==> config.mk <==
export PLATFORM = sky130hd
export DESIGN_NAME = line_follower_pid_steering
export DESIGN_NICKNAME = d
export VERILOG_FILES = /design/src/rtl/lfps_pkg.sv /design/src/rtl/line_follower_pid_steering.sv /design/src/rtl/lfps_divider.sv /design/src/rtl/lfps_datapath.sv /design/src/rtl/lfps_controller.sv
export VERILOG_INCLUDE_DIRS = /design/src /design/src/rtl
export SDC_FILE = /design/constraint.sdc
export NUM_CORES = 2
export LEC_CHECK = 0
export BUFFER_PORTS_ARGS = -buffer_cell sky130_fd_sc_hd__buf_2
export CAP_MARGIN = 15
export CORE_MARGIN = 10
export CORE_UTILIZATION = 45
export DETAILED_ROUTE_END_ITERATION = 10
export MAX_ROUTING_LAYER = met4
export SLEW_MARGIN = 10
export SYNTH_ARGS = -nofsm -noshare
export SYNTH_HDL_FRONTEND = slang
export SYNTH_SLANG_ARGS = --single-unit
==> constraint.sdc <==
create_clock -name clock -period 15.4 [get_ports clock]
set_input_delay 4.62 -clock clock [delete_from_list [all_inputs] [get_ports clock]]
set_output_delay 4.62 -clock clock [all_outputs]
set_load 0.03 [all_outputs]
==> src/rtl/assert_macros.svh <==
// Assertion macros, used by the top-level RTL file.
`ifndef ASSERT_MACROS_SVH
`define ASSERT_MACROS_SVH

// Property checked on every rising clock edge outside reset.
`define ASSERT_SYNC(lbl, clk, rst, prop, msg) \
   lbl: assert property (@(posedge clk) disable iff (rst) (prop)) else $error(msg);

// Condition that must never be seen outside reset.
`define ASSERT_NEVER(lbl, clk, rst, cond, msg) \
   `ASSERT_SYNC(lbl, clk, rst, !(cond), msg)

`endif

==> src/rtl/lfps_pkg.sv <==
// Package: constants, codes and control structs of the line follower steering block.
`default_nettype none

package lfps_pkg;

   localparam int SENSOR_COUNT    = 5;
   localparam int READING_BITS    = 10;
   localparam int SENSOR_IDX_BITS = (SENSOR_COUNT > 1) ? $clog2(SENSOR_COUNT) : 1;

   localparam int Q_BITS      = 12;
   localparam int FULL_SCALE  = 1 << Q_BITS;
   localparam int VALUE_BITS  = Q_BITS + 1;
   localparam int DRIVE_BITS  = 13;
   localparam int POS_BITS    = 14;
   localparam int GAIN_BITS   = 16;
   localparam int COUNT_BITS  = 3;
   localparam int LAP_BITS    = 8;
   localparam int ACTION_BITS = 2;

   localparam int CSR_INDEX_BITS = 3;
   localparam int CSR_DATA_BITS  = 16;

   // centroid geometry: weight (i+1)*WEIGHT_STEP, centre CENTRE_POS, span HALF_SPAN
   localparam int WEIGHT_STEP = 1000;
   localparam int CENTRE_POS  = 3000;
   localparam int HALF_SPAN   = 2000;
   localparam int CENTRE_IDX  = CENTRE_POS / WEIGHT_STEP - 1;
   localparam int SPAN_RATIO  = HALF_SPAN / WEIGHT_STEP;
   localparam int HI_OFF      = SENSOR_COUNT - 1 - CENTRE_IDX;
   localparam int MAX_OFF     = (CENTRE_IDX > HI_OFF) ? CENTRE_IDX : HI_OFF;
   localparam int OFF_BITS    = $clog2(MAX_OFF + 1) + 1;

   localparam int LIT_BITS  = $clog2(SENSOR_COUNT + 1);
   localparam int LIT_MAX   = (1 << COUNT_BITS) - 1;
   localparam int RUN_LIMIT = 3;
   localparam int LAP_LIT   = 4;

   localparam int SUM_BITS  = $clog2(SENSOR_COUNT * FULL_SCALE + 1);
   localparam int TSUM_BITS = $clog2(MAX_OFF * SENSOR_COUNT * FULL_SCALE + 1) + 1;

   // position divide: q = floor((|T|*2*FS + R*S) / (2*R*S))
   localparam int POSQ_BITS    = $clog2(MAX_OFF * FULL_SCALE / SPAN_RATIO + 2);
   localparam int PNUM_BITS    = TSUM_BITS + Q_BITS + 2;
   localparam int DEN_POS_BITS = $clog2(2 * SPAN_RATIO * SENSOR_COUNT * FULL_SCALE + 1);

   localparam int DIV_D_BITS    = (READING_BITS > DEN_POS_BITS) ? READING_BITS : DEN_POS_BITS;
   localparam int DIV_FEED_BITS = (Q_BITS > POSQ_BITS) ? Q_BITS : POSQ_BITS;
   localparam int DIV_CNT_BITS  = $clog2(DIV_FEED_BITS + 1);

   localparam int MUL_TERMS    = 4;
   localparam int MUL_SEL_BITS = 2;
   localparam int MUL_CNT_BITS = $clog2(MUL_TERMS + 1);
   localparam int MUL_B_BITS   = POS_BITS + 2;
   localparam int PROD_BITS    = GAIN_BITS + MUL_B_BITS;
   localparam int ACC_BITS     = PROD_BITS + 2;
   localparam int PID_BITS     = ACC_BITS - Q_BITS + 1;
   localparam int DRV_BITS     = PID_BITS + 2;

   localparam logic [ACTION_BITS-1:0] ACT_CONTROL = 2'd0;
   localparam logic [ACTION_BITS-1:0] ACT_FLOOR   = 2'd1;
   localparam logic [ACTION_BITS-1:0] ACT_LINE    = 2'd2;
   localparam logic [ACTION_BITS-1:0] ACT_UNUSED  = 2'd3;

   localparam logic [CSR_INDEX_BITS-1:0] CSR_GAIN_P    = 3'd0;
   localparam logic [CSR_INDEX_BITS-1:0] CSR_GAIN_I    = 3'd1;
   localparam logic [CSR_INDEX_BITS-1:0] CSR_GAIN_D    = 3'd2;
   localparam logic [CSR_INDEX_BITS-1:0] CSR_GAIN_R    = 3'd3;
   localparam logic [CSR_INDEX_BITS-1:0] CSR_BASE      = 3'd4;
   localparam logic [CSR_INDEX_BITS-1:0] CSR_THRESHOLD = 3'd5;
   localparam logic [CSR_INDEX_BITS-1:0] CSR_DARK      = 3'd6;

   localparam logic [MUL_SEL_BITS-1:0] MUL_P = 2'd0;
   localparam logic [MUL_SEL_BITS-1:0] MUL_I = 2'd1;
   localparam logic [MUL_SEL_BITS-1:0] MUL_D = 2'd2;
   localparam logic [MUL_SEL_BITS-1:0] MUL_R = 2'd3;

   localparam logic signed [GAIN_BITS-1:0] RESET_GAIN_P    = 16'sd2048;
   localparam logic [DRIVE_BITS-1:0]       RESET_BASE      = 13'd2458;
   localparam logic [DRIVE_BITS-1:0]       RESET_THRESHOLD = 13'd2048;

   typedef struct packed {
      logic                       load_item;
      logic                       capture;
      logic [SENSOR_IDX_BITS-1:0] sensor_sel;
      logic                       norm_div_start;
      logic                       norm_acc;
      logic                       decide;
      logic                       pos_div_start;
      logic                       pos_done;
      logic                       mul_issue;
      logic                       mul_accum;
      logic [MUL_SEL_BITS-1:0]    mul_sel;
      logic                       round;
      logic                       out_load;
   } cmd_type;

   typedef struct packed {
      logic [ACTION_BITS-1:0] action;
      logic                   need_div;
      logic                   div_busy;
      logic                   run_ok;
   } status_type;

endpackage

`default_nettype wire

==> src/rtl/line_follower_pid_steering.sv <==
// Top level of the line follower steering block: controller plus datapath.
//
// Request channel (req_*): one beat carries an action and one averaged reading per
// sensor. Action floor or line stores the readings as calibration; action control
// runs a steering step; the unused code is answered without effect.
// Response channel (rsp_*): exactly one beat per request, in order.
// Configuration (csr_*): gains, base speed, threshold and line polarity; write only
// while the block is idle, one register per cycle with csr_write_enable high.
// Sequence: a capture stores the readings and then offers its response. A control
// step runs a setup state, then per sensor a check and, where needed, a 12-bit
// restoring divide and an accumulate, then a decide state; when a position is
// computed, a 13-bit position divide, four shared multiplies and rounding follow,
// and the response is loaded last. The single divider is shared by both divides;
// one item is worked on at a time.
// The response sits in an output register, so a new request is taken while the
// previous response still waits; a stalled receiver holds the block only at the
// point where its next response is ready.
// Reset (synchronous, active high) restores register defaults and clears the
// calibration, position history, lit history and lap counter.
`default_nettype none
`include "assert_macros.svh"

module line_follower_pid_steering (
   input  wire logic                                clock,
   input  wire logic                                reset,
   input  wire logic                                csr_write_enable,
   input  wire logic [lfps_pkg::CSR_INDEX_BITS-1:0] csr_index,
   input  wire logic [lfps_pkg::CSR_DATA_BITS-1:0]  csr_write_data,
   input  wire logic                                req_valid,
   output logic                                     req_ready,
   input  wire logic [lfps_pkg::ACTION_BITS-1:0]    req_action,
   input  wire logic [lfps_pkg::READING_BITS-1:0]   req_reading_0,
   input  wire logic [lfps_pkg::READING_BITS-1:0]   req_reading_1,
   input  wire logic [lfps_pkg::READING_BITS-1:0]   req_reading_2,
   input  wire logic [lfps_pkg::READING_BITS-1:0]   req_reading_3,
   input  wire logic [lfps_pkg::READING_BITS-1:0]   req_reading_4,
   output logic                                     rsp_valid,
   input  wire logic                                rsp_ready,
   output logic                                     rsp_drive_valid,
   output logic [lfps_pkg::DRIVE_BITS-1:0]          rsp_left_drive,
   output logic [lfps_pkg::DRIVE_BITS-1:0]          rsp_right_drive,
   output logic signed [lfps_pkg::POS_BITS-1:0]     rsp_line_position,
   output logic [lfps_pkg::COUNT_BITS-1:0]          rsp_lit_count,
   output logic [lfps_pkg::LAP_BITS-1:0]            rsp_lap_total,
   output logic                                     rsp_lap_pulse
);

   lfps_pkg::cmd_type    cmd;
   lfps_pkg::status_type status;
   logic [lfps_pkg::READING_BITS-1:0] reading [lfps_pkg::SENSOR_COUNT];

   // sensor ports gathered into one array, sensor 0 first
   assign reading[0] = req_reading_0;
   assign reading[1] = req_reading_1;
   assign reading[2] = req_reading_2;
   assign reading[3] = req_reading_3;
   assign reading[4] = req_reading_4;

   lfps_controller u_controller (
      .clock     (clock),
      .reset     (reset),
      .req_valid (req_valid),
      .req_ready (req_ready),
      .rsp_ready (rsp_ready),
      .rsp_valid (rsp_valid),
      .status    (status),
      .cmd       (cmd)
   );

   lfps_datapath u_datapath (
      .clock             (clock),
      .reset             (reset),
      .csr_write_enable  (csr_write_enable),
      .csr_index         (csr_index),
      .csr_write_data    (csr_write_data),
      .req_action        (req_action),
      .req_reading       (reading),
      .cmd               (cmd),
      .status            (status),
      .rsp_drive_valid   (rsp_drive_valid),
      .rsp_left_drive    (rsp_left_drive),
      .rsp_right_drive   (rsp_right_drive),
      .rsp_line_position (rsp_line_position),
      .rsp_lit_count     (rsp_lit_count),
      .rsp_lap_total     (rsp_lap_total),
      .rsp_lap_pulse     (rsp_lap_pulse)
   );

   // a waiting response beat is never overwritten
   `ASSERT_NEVER(a_no_overwrite, clock, reset, cmd.out_load && rsp_valid && !rsp_ready, "response overwritten while stalled")
   // the divider is quiet whenever a new request can be taken
   `ASSERT_SYNC(a_idle_div, clock, reset, req_ready |-> !status.div_busy, "divider busy while idle")
   // drives read zero when no new drive was computed
   `ASSERT_SYNC(a_drive_gate, clock, reset, (rsp_valid && !rsp_drive_valid) |-> (rsp_left_drive == '0 && rsp_right_drive == '0), "drive not zero without drive_valid")

endmodule

`default_nettype wire

==> src/rtl/lfps_divider.sv <==
// Restoring divider, one quotient bit per cycle, shared by normalise and position.
`default_nettype none

module lfps_divider (
   input  wire logic                                clock,
   input  wire logic                                reset,
   input  wire logic                                start,
   input  wire logic [lfps_pkg::DIV_D_BITS-1:0]     rem_init,
   input  wire logic [lfps_pkg::DIV_FEED_BITS-1:0]  feed_init,
   input  wire logic [lfps_pkg::DIV_CNT_BITS-1:0]   step_total,
   input  wire logic [lfps_pkg::DIV_D_BITS-1:0]     divisor,
   output logic                                     busy,
   output logic [lfps_pkg::DIV_FEED_BITS-1:0]       quotient
);

   logic [lfps_pkg::DIV_D_BITS-1:0]    rem_ff, rem_in, div_ff;
   logic [lfps_pkg::DIV_FEED_BITS-1:0] feed_ff, feed_in, quot_ff, quot_in;
   logic [lfps_pkg::DIV_CNT_BITS-1:0]  cnt_ff, cnt_in;
   logic                               busy_ff, busy_in;
   logic [lfps_pkg::DIV_D_BITS:0]      trial, diff;
   logic                               fits;

   assign trial = {rem_ff, feed_ff[lfps_pkg::DIV_FEED_BITS-1]};
   assign fits  = trial >= {1'b0, div_ff};
   assign diff  = trial - {1'b0, div_ff};

   always_comb begin
      rem_in  = rem_ff;
      feed_in = feed_ff;
      quot_in = quot_ff;
      cnt_in  = cnt_ff;
      busy_in = busy_ff;
      if (start) begin
         rem_in  = rem_init;
         feed_in = feed_init;
         quot_in = '0;
         cnt_in  = step_total;
         busy_in = 1'b1;
      end else if (busy_ff) begin
         rem_in  = fits ? diff[lfps_pkg::DIV_D_BITS-1:0] : trial[lfps_pkg::DIV_D_BITS-1:0];
         feed_in = feed_ff << 1;
         quot_in = {quot_ff[lfps_pkg::DIV_FEED_BITS-2:0], fits};
         cnt_in  = cnt_ff - 1'b1;
         busy_in = cnt_ff != lfps_pkg::DIV_CNT_BITS'(1);
      end
   end

   always_ff @(posedge clock) begin
      if (reset) begin
         busy_ff <= 1'b0;
         cnt_ff  <= '0;
      end else begin
         busy_ff <= busy_in;
         cnt_ff  <= cnt_in;
      end
      rem_ff  <= rem_in;
      feed_ff <= feed_in;
      quot_ff <= quot_in;
      if (start) div_ff <= divisor;
   end

   assign busy     = busy_ff;
   assign quotient = quot_ff;

endmodule

`default_nettype wire

==> src/rtl/lfps_datapath.sv <==
// Datapath: registers, calibration, normalise, centroid, PID multiplier and result.
`default_nettype none

module lfps_datapath (
   input  wire logic                                    clock,
   input  wire logic                                    reset,
   input  wire logic                                    csr_write_enable,
   input  wire logic [lfps_pkg::CSR_INDEX_BITS-1:0]     csr_index,
   input  wire logic [lfps_pkg::CSR_DATA_BITS-1:0]      csr_write_data,
   input  wire logic [lfps_pkg::ACTION_BITS-1:0]        req_action,
   input  wire logic [lfps_pkg::READING_BITS-1:0]       req_reading [lfps_pkg::SENSOR_COUNT],
   input  wire lfps_pkg::cmd_type                       cmd,
   output lfps_pkg::status_type                         status,
   output logic                                         rsp_drive_valid,
   output logic [lfps_pkg::DRIVE_BITS-1:0]              rsp_left_drive,
   output logic [lfps_pkg::DRIVE_BITS-1:0]              rsp_right_drive,
   output logic signed [lfps_pkg::POS_BITS-1:0]         rsp_line_position,
   output logic [lfps_pkg::COUNT_BITS-1:0]              rsp_lit_count,
   output logic [lfps_pkg::LAP_BITS-1:0]                rsp_lap_total,
   output logic                                         rsp_lap_pulse
);

   localparam int RB = lfps_pkg::READING_BITS;
   localparam int VB = lfps_pkg::VALUE_BITS;

   // configuration
   logic signed [lfps_pkg::GAIN_BITS-1:0] gp_ff, gi_ff, gd_ff, gr_ff;
   logic [lfps_pkg::DRIVE_BITS-1:0]       base_ff, thr_ff;
   logic                                  dark_ff;

   // item and calibration
   logic [lfps_pkg::ACTION_BITS-1:0] action_ff;
   logic [RB-1:0] rd_ff    [lfps_pkg::SENSOR_COUNT];
   logic [RB-1:0] floor_ff [lfps_pkg::SENSOR_COUNT];
   logic [RB-1:0] line_ff  [lfps_pkg::SENSOR_COUNT];

   // control state
   logic signed [lfps_pkg::POS_BITS-1:0] pn_ff, pp_ff;
   logic [lfps_pkg::COUNT_BITS-1:0]      prev_lit_ff;
   logic [lfps_pkg::LAP_BITS-1:0]        lap_ff;

   // per item work
   logic [lfps_pkg::LIT_BITS-1:0]         lit_ff, lit_in;
   logic                                  stop_ff, stop_in;
   logic signed [lfps_pkg::TSUM_BITS-1:0] tsum_ff;
   logic [lfps_pkg::SUM_BITS-1:0]         sum_ff;
   logic                                  res_valid_ff, pulse_ff;
   logic signed [lfps_pkg::PROD_BITS-1:0] prod_ff, red_prod_ff;
   logic [lfps_pkg::MUL_SEL_BITS-1:0]     prod_sel_ff;
   logic signed [lfps_pkg::ACC_BITS-1:0]  acc_ff;
   logic signed [lfps_pkg::PID_BITS-1:0]  pid_ff;
   logic [lfps_pkg::DRIVE_BITS-1:0]       red_ff;

   // output register
   logic                                 out_valid_ff;
   logic [lfps_pkg::DRIVE_BITS-1:0]      out_left_ff, out_right_ff;
   logic signed [lfps_pkg::POS_BITS-1:0] out_pos_ff;
   logic [lfps_pkg::COUNT_BITS-1:0]      out_lit_ff;
   logic [lfps_pkg::LAP_BITS-1:0]        out_lap_ff;
   logic                                 out_pulse_ff;

   // divider
   logic                                  div_start, div_busy;
   logic [lfps_pkg::DIV_D_BITS-1:0]       div_rem, div_den;
   logic [lfps_pkg::DIV_FEED_BITS-1:0]    div_feed, div_quot;
   logic [lfps_pkg::DIV_CNT_BITS-1:0]     div_steps;

   // normalise
   logic signed [RB:0] num, den;
   logic [RB-1:0]      num_abs, den_abs;
   logic               skip, cap;
   logic [VB-1:0]      v_raw, v;
   logic               on;
   logic signed [lfps_pkg::OFF_BITS-1:0]        off;
   logic signed [VB+lfps_pkg::OFF_BITS:0]       wprod;

   // position
   logic [lfps_pkg::TSUM_BITS-2:0]        t_abs;
   logic [lfps_pkg::PNUM_BITS-1:0]        pnum;
   logic [lfps_pkg::DEN_POS_BITS-1:0]     pden;
   logic [lfps_pkg::POSQ_BITS-1:0]        pq;
   logic [lfps_pkg::POS_BITS-1:0]         pq_cap;
   logic signed [lfps_pkg::POS_BITS-1:0]  pos_new;

   // PID
   logic signed [lfps_pkg::GAIN_BITS-1:0]  mul_a;
   logic signed [lfps_pkg::MUL_B_BITS-1:0] mul_b, pn_x, pp_x, pn_abs, pp_abs;
   logic signed [lfps_pkg::PID_BITS-1:0]   pid_r, red_r;
   logic signed [lfps_pkg::DRV_BITS-1:0]   left_s, right_s;
   logic [lfps_pkg::COUNT_BITS-1:0]        lit_sat;
   logic                                   lap_hit;

   function automatic logic signed [lfps_pkg::PID_BITS-1:0] round_q(
      input logic signed [lfps_pkg::ACC_BITS-1:0] x);
      logic [lfps_pkg::ACC_BITS-1:0] mag;
      logic [lfps_pkg::ACC_BITS-1:0] rq;
      mag = x[lfps_pkg::ACC_BITS-1] ? lfps_pkg::ACC_BITS'(-x) : lfps_pkg::ACC_BITS'(x);
      rq  = (mag + lfps_pkg::ACC_BITS'(lfps_pkg::FULL_SCALE / 2)) >> lfps_pkg::Q_BITS;
      return x[lfps_pkg::ACC_BITS-1] ? -$signed(lfps_pkg::PID_BITS'(rq))
                                     : $signed(lfps_pkg::PID_BITS'(rq));
   endfunction

   function automatic logic [lfps_pkg::DRIVE_BITS-1:0] sat_drive(
      input logic signed [lfps_pkg::DRV_BITS-1:0] x);
      if (x < 0) return '0;
      if (x > lfps_pkg::FULL_SCALE) return lfps_pkg::DRIVE_BITS'(lfps_pkg::FULL_SCALE);
      return lfps_pkg::DRIVE_BITS'(x);
   endfunction

   // normalise the selected sensor
   always_comb begin
      num     = $signed({1'b0, rd_ff[cmd.sensor_sel]}) - $signed({1'b0, floor_ff[cmd.sensor_sel]});
      den     = $signed({1'b0, line_ff[cmd.sensor_sel]}) - $signed({1'b0, floor_ff[cmd.sensor_sel]});
      num_abs = num[RB] ? RB'(-num) : RB'(num);
      den_abs = den[RB] ? RB'(-den) : RB'(den);
      skip    = (den == '0) || (num == '0) || (num[RB] != den[RB]);
      cap     = num_abs >= den_abs;
      if (skip)     v_raw = '0;
      else if (cap) v_raw = VB'(lfps_pkg::FULL_SCALE);
      else          v_raw = {1'b0, div_quot[lfps_pkg::Q_BITS-1:0]};
      v       = dark_ff ? VB'(lfps_pkg::FULL_SCALE) - v_raw : v_raw;
      on      = v >= thr_ff;
      lit_in  = lit_ff + lfps_pkg::LIT_BITS'(on);
      stop_in = stop_ff || (!on && lit_in != '0) || (lit_in >= lfps_pkg::RUN_LIMIT);
      off     = lfps_pkg::OFF_BITS'(int'(cmd.sensor_sel) - lfps_pkg::CENTRE_IDX);
      wprod   = $signed({1'b0, v}) * off;
   end

   // position quotient setup and result
   always_comb begin
      t_abs   = tsum_ff[lfps_pkg::TSUM_BITS-1] ? (lfps_pkg::TSUM_BITS-1)'(-tsum_ff)
                                               : (lfps_pkg::TSUM_BITS-1)'(tsum_ff);
      pnum    = lfps_pkg::PNUM_BITS'(t_abs) * lfps_pkg::PNUM_BITS'(2 * lfps_pkg::FULL_SCALE)
              + lfps_pkg::PNUM_BITS'(sum_ff) * lfps_pkg::PNUM_BITS'(lfps_pkg::SPAN_RATIO);
      pden    = lfps_pkg::DEN_POS_BITS'(sum_ff) * lfps_pkg::DEN_POS_BITS'(2 * lfps_pkg::SPAN_RATIO);
      pq      = div_quot[lfps_pkg::POSQ_BITS-1:0];
      pq_cap  = (pq > lfps_pkg::FULL_SCALE) ? lfps_pkg::POS_BITS'(lfps_pkg::FULL_SCALE)
                                            : lfps_pkg::POS_BITS'(pq);
      pos_new = tsum_ff[lfps_pkg::TSUM_BITS-1] ? -$signed(pq_cap) : $signed(pq_cap);
   end

   always_comb begin
      div_start = cmd.norm_div_start || cmd.pos_div_start;
      if (cmd.pos_div_start) begin
         div_rem   = lfps_pkg::DIV_D_BITS'(pnum >> lfps_pkg::POSQ_BITS);
         div_feed  = lfps_pkg::DIV_FEED_BITS'(pnum[lfps_pkg::POSQ_BITS-1:0])
                     << (lfps_pkg::DIV_FEED_BITS - lfps_pkg::POSQ_BITS);
         div_steps = lfps_pkg::DIV_CNT_BITS'(lfps_pkg::POSQ_BITS);
         div_den   = lfps_pkg::DIV_D_BITS'(pden);
      end else begin
         div_rem   = lfps_pkg::DIV_D_BITS'(num_abs);
         div_feed  = '0;
         div_steps = lfps_pkg::DIV_CNT_BITS'(lfps_pkg::Q_BITS);
         div_den   = lfps_pkg::DIV_D_BITS'(den_abs);
      end
   end

   lfps_divider u_divider (
      .clock      (clock),
      .reset      (reset),
      .start      (div_start),
      .rem_init   (div_rem),
      .feed_init  (div_feed),
      .step_total (div_steps),
      .divisor    (div_den),
      .busy       (div_busy),
      .quotient   (div_quot)
   );

   // multiplier operand select
   always_comb begin
      pn_x   = lfps_pkg::MUL_B_BITS'(pn_ff);
      pp_x   = lfps_pkg::MUL_B_BITS'(pp_ff);
      pn_abs = pn_x[lfps_pkg::MUL_B_BITS-1] ? -pn_x : pn_x;
      pp_abs = pp_x[lfps_pkg::MUL_B_BITS-1] ? -pp_x : pp_x;
      case (cmd.mul_sel)
         lfps_pkg::MUL_P: begin mul_a = gp_ff; mul_b = pn_x;            end
         lfps_pkg::MUL_I: begin mul_a = gi_ff; mul_b = pp_x + pn_x;     end
         lfps_pkg::MUL_D: begin mul_a = gd_ff; mul_b = pn_x - pp_x;     end
         lfps_pkg::MUL_R: begin mul_a = gr_ff; mul_b = pp_abs + pn_abs; end
         default:         begin mul_a = gp_ff; mul_b = pn_x;            end
      endcase
   end

   always_comb begin
      pid_r   = round_q(acc_ff);
      red_r   = round_q(lfps_pkg::ACC_BITS'(red_prod_ff));
      left_s  = lfps_pkg::DRV_BITS'($signed({1'b0, base_ff})) - lfps_pkg::DRV_BITS'(pid_ff)
              - lfps_pkg::DRV_BITS'($signed({1'b0, red_ff}));
      right_s = lfps_pkg::DRV_BITS'($signed({1'b0, base_ff})) + lfps_pkg::DRV_BITS'(pid_ff)
              - lfps_pkg::DRV_BITS'($signed({1'b0, red_ff}));
      lit_sat = (lit_ff > lfps_pkg::LIT_MAX) ? lfps_pkg::COUNT_BITS'(lfps_pkg::LIT_MAX)
                                             : lfps_pkg::COUNT_BITS'(lit_ff);
      lap_hit = (prev_lit_ff < lfps_pkg::LAP_LIT) && (lit_ff >= lfps_pkg::LAP_LIT);
   end

   always_ff @(posedge clock) begin
      if (reset) begin
         gp_ff       <= lfps_pkg::RESET_GAIN_P;
         gi_ff       <= '0;
         gd_ff       <= '0;
         gr_ff       <= '0;
         base_ff     <= lfps_pkg::RESET_BASE;
         thr_ff      <= lfps_pkg::RESET_THRESHOLD;
         dark_ff     <= 1'b0;
         pn_ff       <= '0;
         pp_ff       <= '0;
         prev_lit_ff <= '0;
         lap_ff      <= '0;
         for (int i = 0; i < lfps_pkg::SENSOR_COUNT; i++) begin
            floor_ff[i] <= '0;
            line_ff[i]  <= '0;
         end
      end else begin
         if (csr_write_enable) begin
            case (csr_index)
               lfps_pkg::CSR_GAIN_P:    gp_ff   <= $signed(csr_write_data);
               lfps_pkg::CSR_GAIN_I:    gi_ff   <= $signed(csr_write_data);
               lfps_pkg::CSR_GAIN_D:    gd_ff   <= $signed(csr_write_data);
               lfps_pkg::CSR_GAIN_R:    gr_ff   <= $signed(csr_write_data);
               lfps_pkg::CSR_BASE:      base_ff <= csr_write_data[lfps_pkg::DRIVE_BITS-1:0];
               lfps_pkg::CSR_THRESHOLD: thr_ff  <= csr_write_data[lfps_pkg::DRIVE_BITS-1:0];
               lfps_pkg::CSR_DARK:      dark_ff <= csr_write_data[0];
               default: ;
            endcase
         end
         if (cmd.capture) begin
            for (int i = 0; i < lfps_pkg::SENSOR_COUNT; i++) begin
               if (action_ff == lfps_pkg::ACT_FLOOR) floor_ff[i] <= rd_ff[i];
               else                                  line_ff[i]  <= rd_ff[i];
            end
         end
         if (cmd.decide) begin
            prev_lit_ff <= lit_sat;
            if (lap_hit) lap_ff <= lap_ff + 1'b1;
         end
         if (cmd.pos_done) begin
            pp_ff <= pn_ff;
            pn_ff <= pos_new;
         end
      end

      // item work registers, no reset needed
      if (cmd.load_item) begin
         action_ff    <= req_action;
         rd_ff        <= req_reading;
         lit_ff       <= '0;
         stop_ff      <= 1'b0;
         tsum_ff      <= '0;
         sum_ff       <= '0;
         res_valid_ff <= 1'b0;
         pulse_ff     <= 1'b0;
      end
      if (cmd.norm_acc) begin
         lit_ff  <= lit_in;
         stop_ff <= stop_in;
         if (!stop_in) begin
            tsum_ff <= tsum_ff + lfps_pkg::TSUM_BITS'(wprod);
            sum_ff  <= sum_ff + lfps_pkg::SUM_BITS'(v);
         end
      end
      if (cmd.decide) pulse_ff <= lap_hit;
      if (cmd.pos_done) begin
         res_valid_ff <= 1'b1;
         acc_ff       <= '0;
      end
      if (cmd.mul_issue) begin
         prod_ff     <= mul_a * mul_b;
         prod_sel_ff <= cmd.mul_sel;
      end
      if (cmd.mul_accum) begin
         if (prod_sel_ff == lfps_pkg::MUL_R) red_prod_ff <= prod_ff;
         else acc_ff <= acc_ff + lfps_pkg::ACC_BITS'(prod_ff);
      end
      if (cmd.round) begin
         pid_ff <= pid_r;
         if (red_r < 0)                                  red_ff <= '0;
         else if (red_r > $signed({1'b0, base_ff}))      red_ff <= base_ff;
         else                                            red_ff <= lfps_pkg::DRIVE_BITS'(red_r);
      end
      if (cmd.out_load) begin
         out_valid_ff <= res_valid_ff;
         out_left_ff  <= res_valid_ff ? sat_drive(left_s) : '0;
         out_right_ff <= res_valid_ff ? sat_drive(right_s) : '0;
         out_pos_ff   <= pn_ff;
         out_lit_ff   <= lit_sat;
         out_lap_ff   <= lap_ff;
         out_pulse_ff <= pulse_ff;
      end
   end

   always_comb begin
      status.action   = action_ff;
      status.need_div = !skip && !cap;
      status.div_busy = div_busy;
      status.run_ok   = (lit_ff < lfps_pkg::RUN_LIMIT) && (sum_ff != '0);
   end

   assign rsp_drive_valid   = out_valid_ff;
   assign rsp_left_drive    = out_left_ff;
   assign rsp_right_drive   = out_right_ff;
   assign rsp_line_position = out_pos_ff;
   assign rsp_lit_count     = out_lit_ff;
   assign rsp_lap_total     = out_lap_ff;
   assign rsp_lap_pulse     = out_pulse_ff;

endmodule

`default_nettype wire

==> src/rtl/lfps_controller.sv <==
// Controller: sequences capture, per-sensor normalise, position, PID and result beat.
`default_nettype none

module lfps_controller (
   input  wire logic                  clock,
   input  wire logic                  reset,
   input  wire logic                  req_valid,
   output logic                       req_ready,
   input  wire logic                  rsp_ready,
   output logic                       rsp_valid,
   input  wire lfps_pkg::status_type  status,
   output lfps_pkg::cmd_type          cmd
);

   typedef enum logic [3:0] {
      ST_IDLE, ST_SETUP, ST_NORM_CHECK, ST_NORM_DIV, ST_NORM_ACC, ST_DECIDE,
      ST_POS_DIV, ST_POS_DONE, ST_MUL, ST_ROUND, ST_EMIT
   } state_type;

   state_type                                state_ff, state_in;
   logic [lfps_pkg::SENSOR_IDX_BITS-1:0]     sensor_ff, sensor_in;
   logic [lfps_pkg::MUL_CNT_BITS-1:0]        mul_cnt_ff, mul_cnt_in;
   logic                                     rsp_valid_ff, rsp_valid_in;
   logic                                     out_free;

   assign out_free = !rsp_valid_ff || rsp_ready;

   always_comb begin
      state_in       = state_ff;
      sensor_in      = sensor_ff;
      mul_cnt_in     = mul_cnt_ff;
      cmd            = '0;
      cmd.sensor_sel = sensor_ff;
      cmd.mul_sel    = mul_cnt_ff[lfps_pkg::MUL_SEL_BITS-1:0];
      case (state_ff)
         ST_IDLE: begin
            if (req_valid) begin
               cmd.load_item = 1'b1;
               state_in      = ST_SETUP;
            end
         end
         ST_SETUP: begin
            case (status.action)
               lfps_pkg::ACT_CONTROL: begin
                  sensor_in = '0;
                  state_in  = ST_NORM_CHECK;
               end
               lfps_pkg::ACT_FLOOR, lfps_pkg::ACT_LINE: begin
                  cmd.capture = 1'b1;
                  state_in    = ST_EMIT;
               end
               default: state_in = ST_EMIT;
            endcase
         end
         ST_NORM_CHECK: begin
            if (status.need_div) begin
               cmd.norm_div_start = 1'b1;
               state_in           = ST_NORM_DIV;
            end else begin
               state_in = ST_NORM_ACC;
            end
         end
         ST_NORM_DIV: begin
            if (!status.div_busy) state_in = ST_NORM_ACC;
         end
         ST_NORM_ACC: begin
            cmd.norm_acc = 1'b1;
            if (sensor_ff == lfps_pkg::SENSOR_IDX_BITS'(lfps_pkg::SENSOR_COUNT - 1)) begin
               state_in = ST_DECIDE;
            end else begin
               sensor_in = sensor_ff + 1'b1;
               state_in  = ST_NORM_CHECK;
            end
         end
         ST_DECIDE: begin
            cmd.decide = 1'b1;
            if (status.run_ok) begin
               cmd.pos_div_start = 1'b1;
               state_in          = ST_POS_DIV;
            end else begin
               state_in = ST_EMIT;
            end
         end
         ST_POS_DIV: begin
            if (!status.div_busy) state_in = ST_POS_DONE;
         end
         ST_POS_DONE: begin
            cmd.pos_done = 1'b1;
            mul_cnt_in   = '0;
            state_in     = ST_MUL;
         end
         ST_MUL: begin
            cmd.mul_issue = mul_cnt_ff < lfps_pkg::MUL_TERMS;
            cmd.mul_accum = mul_cnt_ff != '0;
            if (mul_cnt_ff == lfps_pkg::MUL_CNT_BITS'(lfps_pkg::MUL_TERMS)) begin
               state_in = ST_ROUND;
            end else begin
               mul_cnt_in = mul_cnt_ff + 1'b1;
            end
         end
         ST_ROUND: begin
            cmd.round = 1'b1;
            state_in  = ST_EMIT;
         end
         ST_EMIT: begin
            if (out_free) begin
               cmd.out_load = 1'b1;
               state_in     = ST_IDLE;
            end
         end
         default: state_in = ST_IDLE;
      endcase
      rsp_valid_in = (rsp_valid_ff && !rsp_ready) || cmd.out_load;
   end

   always_ff @(posedge clock) begin
      if (reset) begin
         state_ff     <= ST_IDLE;
         sensor_ff    <= '0;
         mul_cnt_ff   <= '0;
         rsp_valid_ff <= 1'b0;
      end else begin
         state_ff     <= state_in;
         sensor_ff    <= sensor_in;
         mul_cnt_ff   <= mul_cnt_in;
         rsp_valid_ff <= rsp_valid_in;
      end
   end

   assign req_ready = state_ff == ST_IDLE;
   assign rsp_valid = rsp_valid_ff;

endmodule

`default_nettype wire

# --- Word-level counts from Yosys, hierarchy flattened ---
# Memory sizes are Yosys's and may differ from the RTL's. A register that Yosys moved wholly into a read port is not among the register bits.
# Index checks and enable logic that the tools add are counted.
totals:
  reg_bits: 485
  ram_bits: 100
  input_bits: 76
  out_inout_bits: 55
  elab_cells: 309
  n_memories: 2
op_classes:
  n_addsub: 33
  mul: 2
  order_cmp: 16
  n_eq_ne: 34
  mux: 118
  bitwise_logic: 11
  reduce_logical: 44
memory_table:
  columns: ["memory", "depth", "width", "rd", "rd_ports_with_merged_regs", "write_ports", "line_no", "rtl"]
  rows:
  - ["u_datapath.floor_ff", 5, 10, 1, 1, 5, "lfps_datapath.sv:34", "logic [RB-1:0] floor_ff [lfps_pkg::SENSOR_COUNT];"]
  - ["u_datapath.line_ff", 5, 10, 1, 1, 5, "lfps_datapath.sv:35", "logic [RB-1:0] line_ff [lfps_pkg::SENSOR_COUNT];"]
ops:
  columns: ["op", "count"]
  rows:
  - ["13-bit 2-to-1 mux", 16]
  - ["34-bit 2-to-1 mux", 5]
  - ["10-bit 2-to-1 mux", 15]
  - ["16-bit case mux with 4 select lines", 2]
  - ["17-bit 2-to-1 mux", 7]
  - ["34-bit by 12-bit adder with 34-bit output, second input constant", 2]
  - ["25-bit by 14-bit greater-than comparator with 1-bit output, second input constant", 2]
  - ["25-bit by 1-bit < comparator with 1-bit output, second input constant", 2]
  - ["24-bit by 14-bit subtractor with 25-bit output", 2]
  - ["16-bit 2-to-1 mux", 3]
  - ["22-bit negation with 23-bit output", 2]
  - ["15-bit 2-to-1 mux", 3]
  - ["4-bit case mux with 11 select lines", 1]
  - ["1-bit 2-to-1 mux", 38]
  - ["4-bit 2-to-1 mux", 9]
  - ["34-bit by 32-bit adder with 34-bit output", 1]
  - ["32-bit negation with 34-bit output", 1]
  - ["34-bit negation", 1]
  - ["3-bit 2-to-1 mux", 11]
  - ["16-bit by 16-bit multiplier with 32-bit output", 1]
  - ["14-bit negation with 16-bit output", 2]
  - ["29-bit by 16-bit adder with 30-bit output", 1]
  - ["10-bit binary-select mux with 3-bit select", 1]
  - ["14-bit by 23-bit adder with 24-bit output", 1]
  - ["other kinds (63)", 129]

# --- Depth between registers and ports, before layout ---
logic_depth:
  depth_word: 20
  mapped_depth: 47

# --- By module ---
# A second synthesis with hierarchy kept.
unflattened:
  cells_unflattened: 5399
  area_unflattened_um2: 50462.1
modules_own_cells:
  columns: ["module", "n_inst", "cells_per_inst", "area_each_um2", "seq_area_each_um2"]
  rows:
  - ["lfps_datapath", 1, 4958, 45916.5, 13272.7]
  - ["lfps_divider", 1, 326, 3572.2, 1771.7]
  - ["lfps_controller", 1, 115, 973.4, 220.2]

# --- Worst setup path after synthesis ---
# OpenSTA, ideal clock, no wires.
synth_timing:
  path_type: "reg-to-reg"
  from: "reg with a tool-made name"
  to: "reg u_datapath.tsum_ff[16] in the netlist's numbering"
  setup_ns: 0.128
  t_arrival_ns: 10.560
  t_required_ns: 15.272
  setup_slack_ns: 4.712
  stages_incl_launch_ff: 46
  n_path_buf: 3
  period_less_slack_ns: 10.688
  path_cell_list: "dfxtp_1 > clkbuf_1 > mux4_2 > mux2_2 > ha_1 > fa_1 > nor2b_1 > o21ai_0 > a21boi_0 > o31ai_1 > a21oi_1 > a31o_2 > nor2_1 > a21oi_1 > ha_1 > a21o_1 > a21o_1 > a21o_1 > (+10 left out) > nand2_1 > fa_1 > fa_1 > fa_1 > inv_1 > ha_1 > fa_1 > a21o_1 > a21oi_1 > o21bai_1 > a21o_1 > a21oi_1 > o21ai_0 > a2111oi_0 > o41ai_1 > a21oi_1 > xnor2_1 > o21ai_0"
synth_lines:
  columns: ["element", "line_no", "rtl"]
  rows:
  - ["to (signal assigned)", "lfps_datapath.sv:258", "tsum_ff <= tsum_ff + lfps_pkg::TSUM_BITS'(wprod);"]
  - ["to (decl)", "lfps_datapath.sv:45", "logic signed [lfps_pkg::TSUM_BITS-1:0] tsum_ff;"]

# --- Worst setup path after layout ---
layout_timing:
  from: "reg u_controller.sensor_ff[2] in the netlist's numbering"
  to: "reg u_datapath.tsum_ff[16] in the netlist's numbering"
layout_between:
  elab_chain_cells: 20
  word_cells_on_any_way: 29
  cone_classes: "add/sub: 6; mul: 1; order compare: 3; eq/ne: 1; mux: 9; bitwise: 1; reduce/logical: 8"
layout_lines:
  columns: ["element", "line_no", "rtl"]
  rows:
  - ["from (decl)", "lfps_controller.sv:21", "logic [lfps_pkg::SENSOR_IDX_BITS-1:0] sensor_ff, sensor_in;"]
  - ["from (signal assigned)", "lfps_controller.sv:124", "sensor_ff <= sensor_in;"]
  - ["branches (longest 18 deep; another with 13-bit subtractor)", null, null]
  - ["17-bit 2-to-1 mux *", "lfps_datapath.sv:257", "if (!stop_in) begin"]
  - ["17-bit 2-to-1 mux *", "lfps_datapath.sv:254", "if (cmd.norm_acc) begin"]
# Mark *: on every way between the ends. The select of a mux whose other input is x is not followed.
# A chain may end at the register's enable or synchronous reset.

==> results.md <==
- Achievable frequency: 0.0825 GHz
- Fin cells: 6761
- Required @ worst endpoint: 15.88 ns
- First drt pass iteration count: 5
- Worst setup EP type: flip-flop
- Ys Warns: 0
- Starting Density: 45.5%
- Clk slew on worst S/H paths: 0.06 ns
- Synth top area share: 22.0%
- Die Width: 349 um
- Min Tclk post-route: 12.12 ns
- Largest area contributor in the netlist: edfxtp_1
- Synthesized area: 48800 um^2
- # clock sinks: 585
- Crit path max-delay family: compound AO/OA/AOI/OAI gates
- Worst Max-Slew Pin Slew: 1.11 ns
- CP max stage cell: nor3_1
- Cell count after synthesis: 5246
- WP depth: 44
- GRT Total Usage: 21.8%
- EDFF count, synth: 358
- Final Setup Violations: 0
- PD cells: 181 nW/um^2
- Max cap viols: 0
- Status: complete, no violations
- GP Congestion: 0.919
- Fillers: 10000
- Input/output buffers: 130
- Antenna violations before repair: 15
- Startpoint Class: flip-flop
- Final Hold Vio Count: 0
- Slowest cell delay on critical path: 0.95 ns
- Most common cell after layout, fill and taps aside: nand2_1
- Core Rows: 120
- Ys async rst share: 0%
- DRT iter0 DRCs: 2800
- Most used DFF post-synth: edfxtp_1
- Clk_lat worst skew: 0.66 ns
- Met1 wire length: 61600 um
- Post-Route WL: 130000 um
- Area Overhead vs Synth: 8.84%
- Post-DP HPWL: 101000 um
- # H-tree levels: 3
- FF-to-FF path depth: 44
- RSZ-0062 raised after global routing: false
- Final ANT Viol Nets: 0
- Hold Crit Depth: 0
- Vias in the first global route: 37200
- Top cells by area, synth: edfxtp_1 (22%), fa_1 (13%), dfxtp_1 (9.3%)
- Hold/Removal Path Class: flip-flop to flip-flop
- CTS tree: yes
- Cell mode on critical path: a21oi_1
- Die Height: 349 um
- P_leak: 0.0223 uW
- Crit share post-route: 78.7%
- Core area: 107000 um^2
- Placed cell count: 6625
- Wirelength per Cell: 19.2 um
- Clock skew: 0.0386 ns
- # IOs: 131
- Area occupied by multi-input gates: 30800 um^2
- GR Overflow Total: 0
- Synth cell types: 99
- Critical path peak fanout: 11
- Sequential Area: 15300 um^2
- Pins Over Slew Limit: 0
- Syn avg cell area: 9.31 um^2
- Setup TNS: 0 ns
- Power, Total: 9640 uW
- CTS Hold Bufs: 0
- Largest net degree at the start of global routing: 90
- Layout cell share with drive strength beyond 1: 8.10%
- Die area: 122000 um^2
- Type of the worst setup path: flip-flop to flip-flop
- Sequential fraction of the synthesis area: 31.3%
- Crit path DAT: 12.60 ns
- Met3 wire length: 7410 um
- Routed via count: 37900
- CTS buffer count: 69
- Post-DR vias/cell: 5.60
- Root Buffer: clkbuf_16
- Peak VDD IR: 0.194 mV
- Post-CTS setup buffers: 0
- Post-CTS sizing: 0
- Synthesized flop and latch total: 585
- Highest routed layer: met4
- NumNets Final: 6047
- Crit path buffers/inverters: 3
- First-pass GRT wire length: 208000 um
- # DRC: 0
- Clock Tree Buf Depth: 3
- Most frequent cells in the layout: nand2_1 (593), inv_1 (508), nor2_1 (365)
- DR WL met2: 58400 um
- Worst slew margin: 23.6%
synthesized netlist by cell type (35+ instances only):
| cell type | count |
|---|---|
| a21o_1 | 93 |
| o21ai_0 | 210 |
| a21oi_1 | 311 |
| nand2b_1 | 47 |
| dfxtp_1 | 227 |
| inv_1 | 509 |
| a31oi_1 | 40 |
| nand3_1 | 154 |
| o211ai_1 | 35 |
| o31ai_1 | 35 |
| mux2i_1 | 75 |
| xor2_1 | 113 |
| and2_1 | 138 |
| nand2_1 | 595 |
| o21a_1 | 40 |
| nor3_1 | 92 |
| nor4_1 | 36 |
| xnor2_1 | 242 |
| fa_1 | 324 |
| and3_1 | 40 |
| edfxtp_1 | 358 |
| nor2b_1 | 46 |
| clkbuf_1 | 196 |
| nor2_1 | 370 |
| or3_1 | 51 |
| ha_1 | 353 |
| a211oi_1 | 43 |
report_power, final:
part	switching, uW	internal, uW	total (uW)
clock	696	904	1600
combinational	3350	2320	5680
sequential	280	2080	2360
total	4330	5310	9640
cells by family after synthesis:
group	Yosys count	share of synthesized area (%)
and+or+nand+nor	1709	16.7
AOI/OAI and AO/OA	1060	14.1
buffers and inverters	726	5.63
adders and majority gates	677	22.3
DFF	585	31.3
xor gates and xnor gates	355	6.37
muxes	133	3.54
other	1	0.00768
sequential cells by signal, summed over array words and instances (netlist names), 16 cells and up, named ones only:
name                         count
u_datapath.acc_ff               34
u_datapath.floor_ff             50
u_datapath.gd_ff                16
u_datapath.gi_ff                16
u_datapath.gp_ff                16
u_datapath.gr_ff                16
u_datapath.line_ff              50
u_datapath.pid_ff               23
u_datapath.prod_ff              32
u_datapath.rd_ff                50
u_datapath.red_prod_ff          32
u_datapath.tsum_ff              17
u_datapath.u_divider.div_ff     17
u_datapath.u_divider.rem_ff     17
metal layers:
metal  global-route usage, %  vias to the layer above
li1                        -                    18400
met5                       -                        -
met2                    33.5                      986
met1                    30.3                    18400
met4                    5.24                        0
met3                    2.93                      167
through the flow:
stage	util [%]	worst slack [ns]	instance area, um^2	hold WS (ns)
global route	49.5	2.38	53100	0.427
detailed placement	47.4	3.46	50900	0.418
floorplan	-	4.71	48800	0.400
global placement	47.4	3.83	50900	0.409
CTS	49.5	3.37	53100	0.424
finish	49.5	3.28	53100	0.421
worst reg2reg max path: cells and delay by family (launching register included):
kind	cells	cell delay [ns]
buf+inv	3	0.60
simple gates	7	2.34
flops	1	0.46
xor+xnor	2	0.46
compound gates	23	4.73
fa+ha+maj	9	3.35
worst paths after layout:
path | endpoint | from | slack (ns)
max | u_datapath.tsum_ff[16] | u_controller.sensor_ff[2] | 3.28
min | u_datapath.rsp_lap_pulse | u_datapath.pulse_ff | 0.42
max reg2reg | u_datapath.tsum_ff[16] | u_controller.sensor_ff[2] | 3.28
min reg2reg | u_datapath.rsp_lap_pulse | u_datapath.pulse_ff | 0.42
layout make-up:
class	instances	share of cell area, %
clock buffers	85	3.50
inverters	512	3.62
diodes	12	0.0565
clock inverters	38	0.615
multi-input cells	3936	58.1
well taps	1403	3.30
flip-flops and latches	585	28.8
repair buffers	190	2.07
Note: power is estimated with default switching activity, not from simulation.
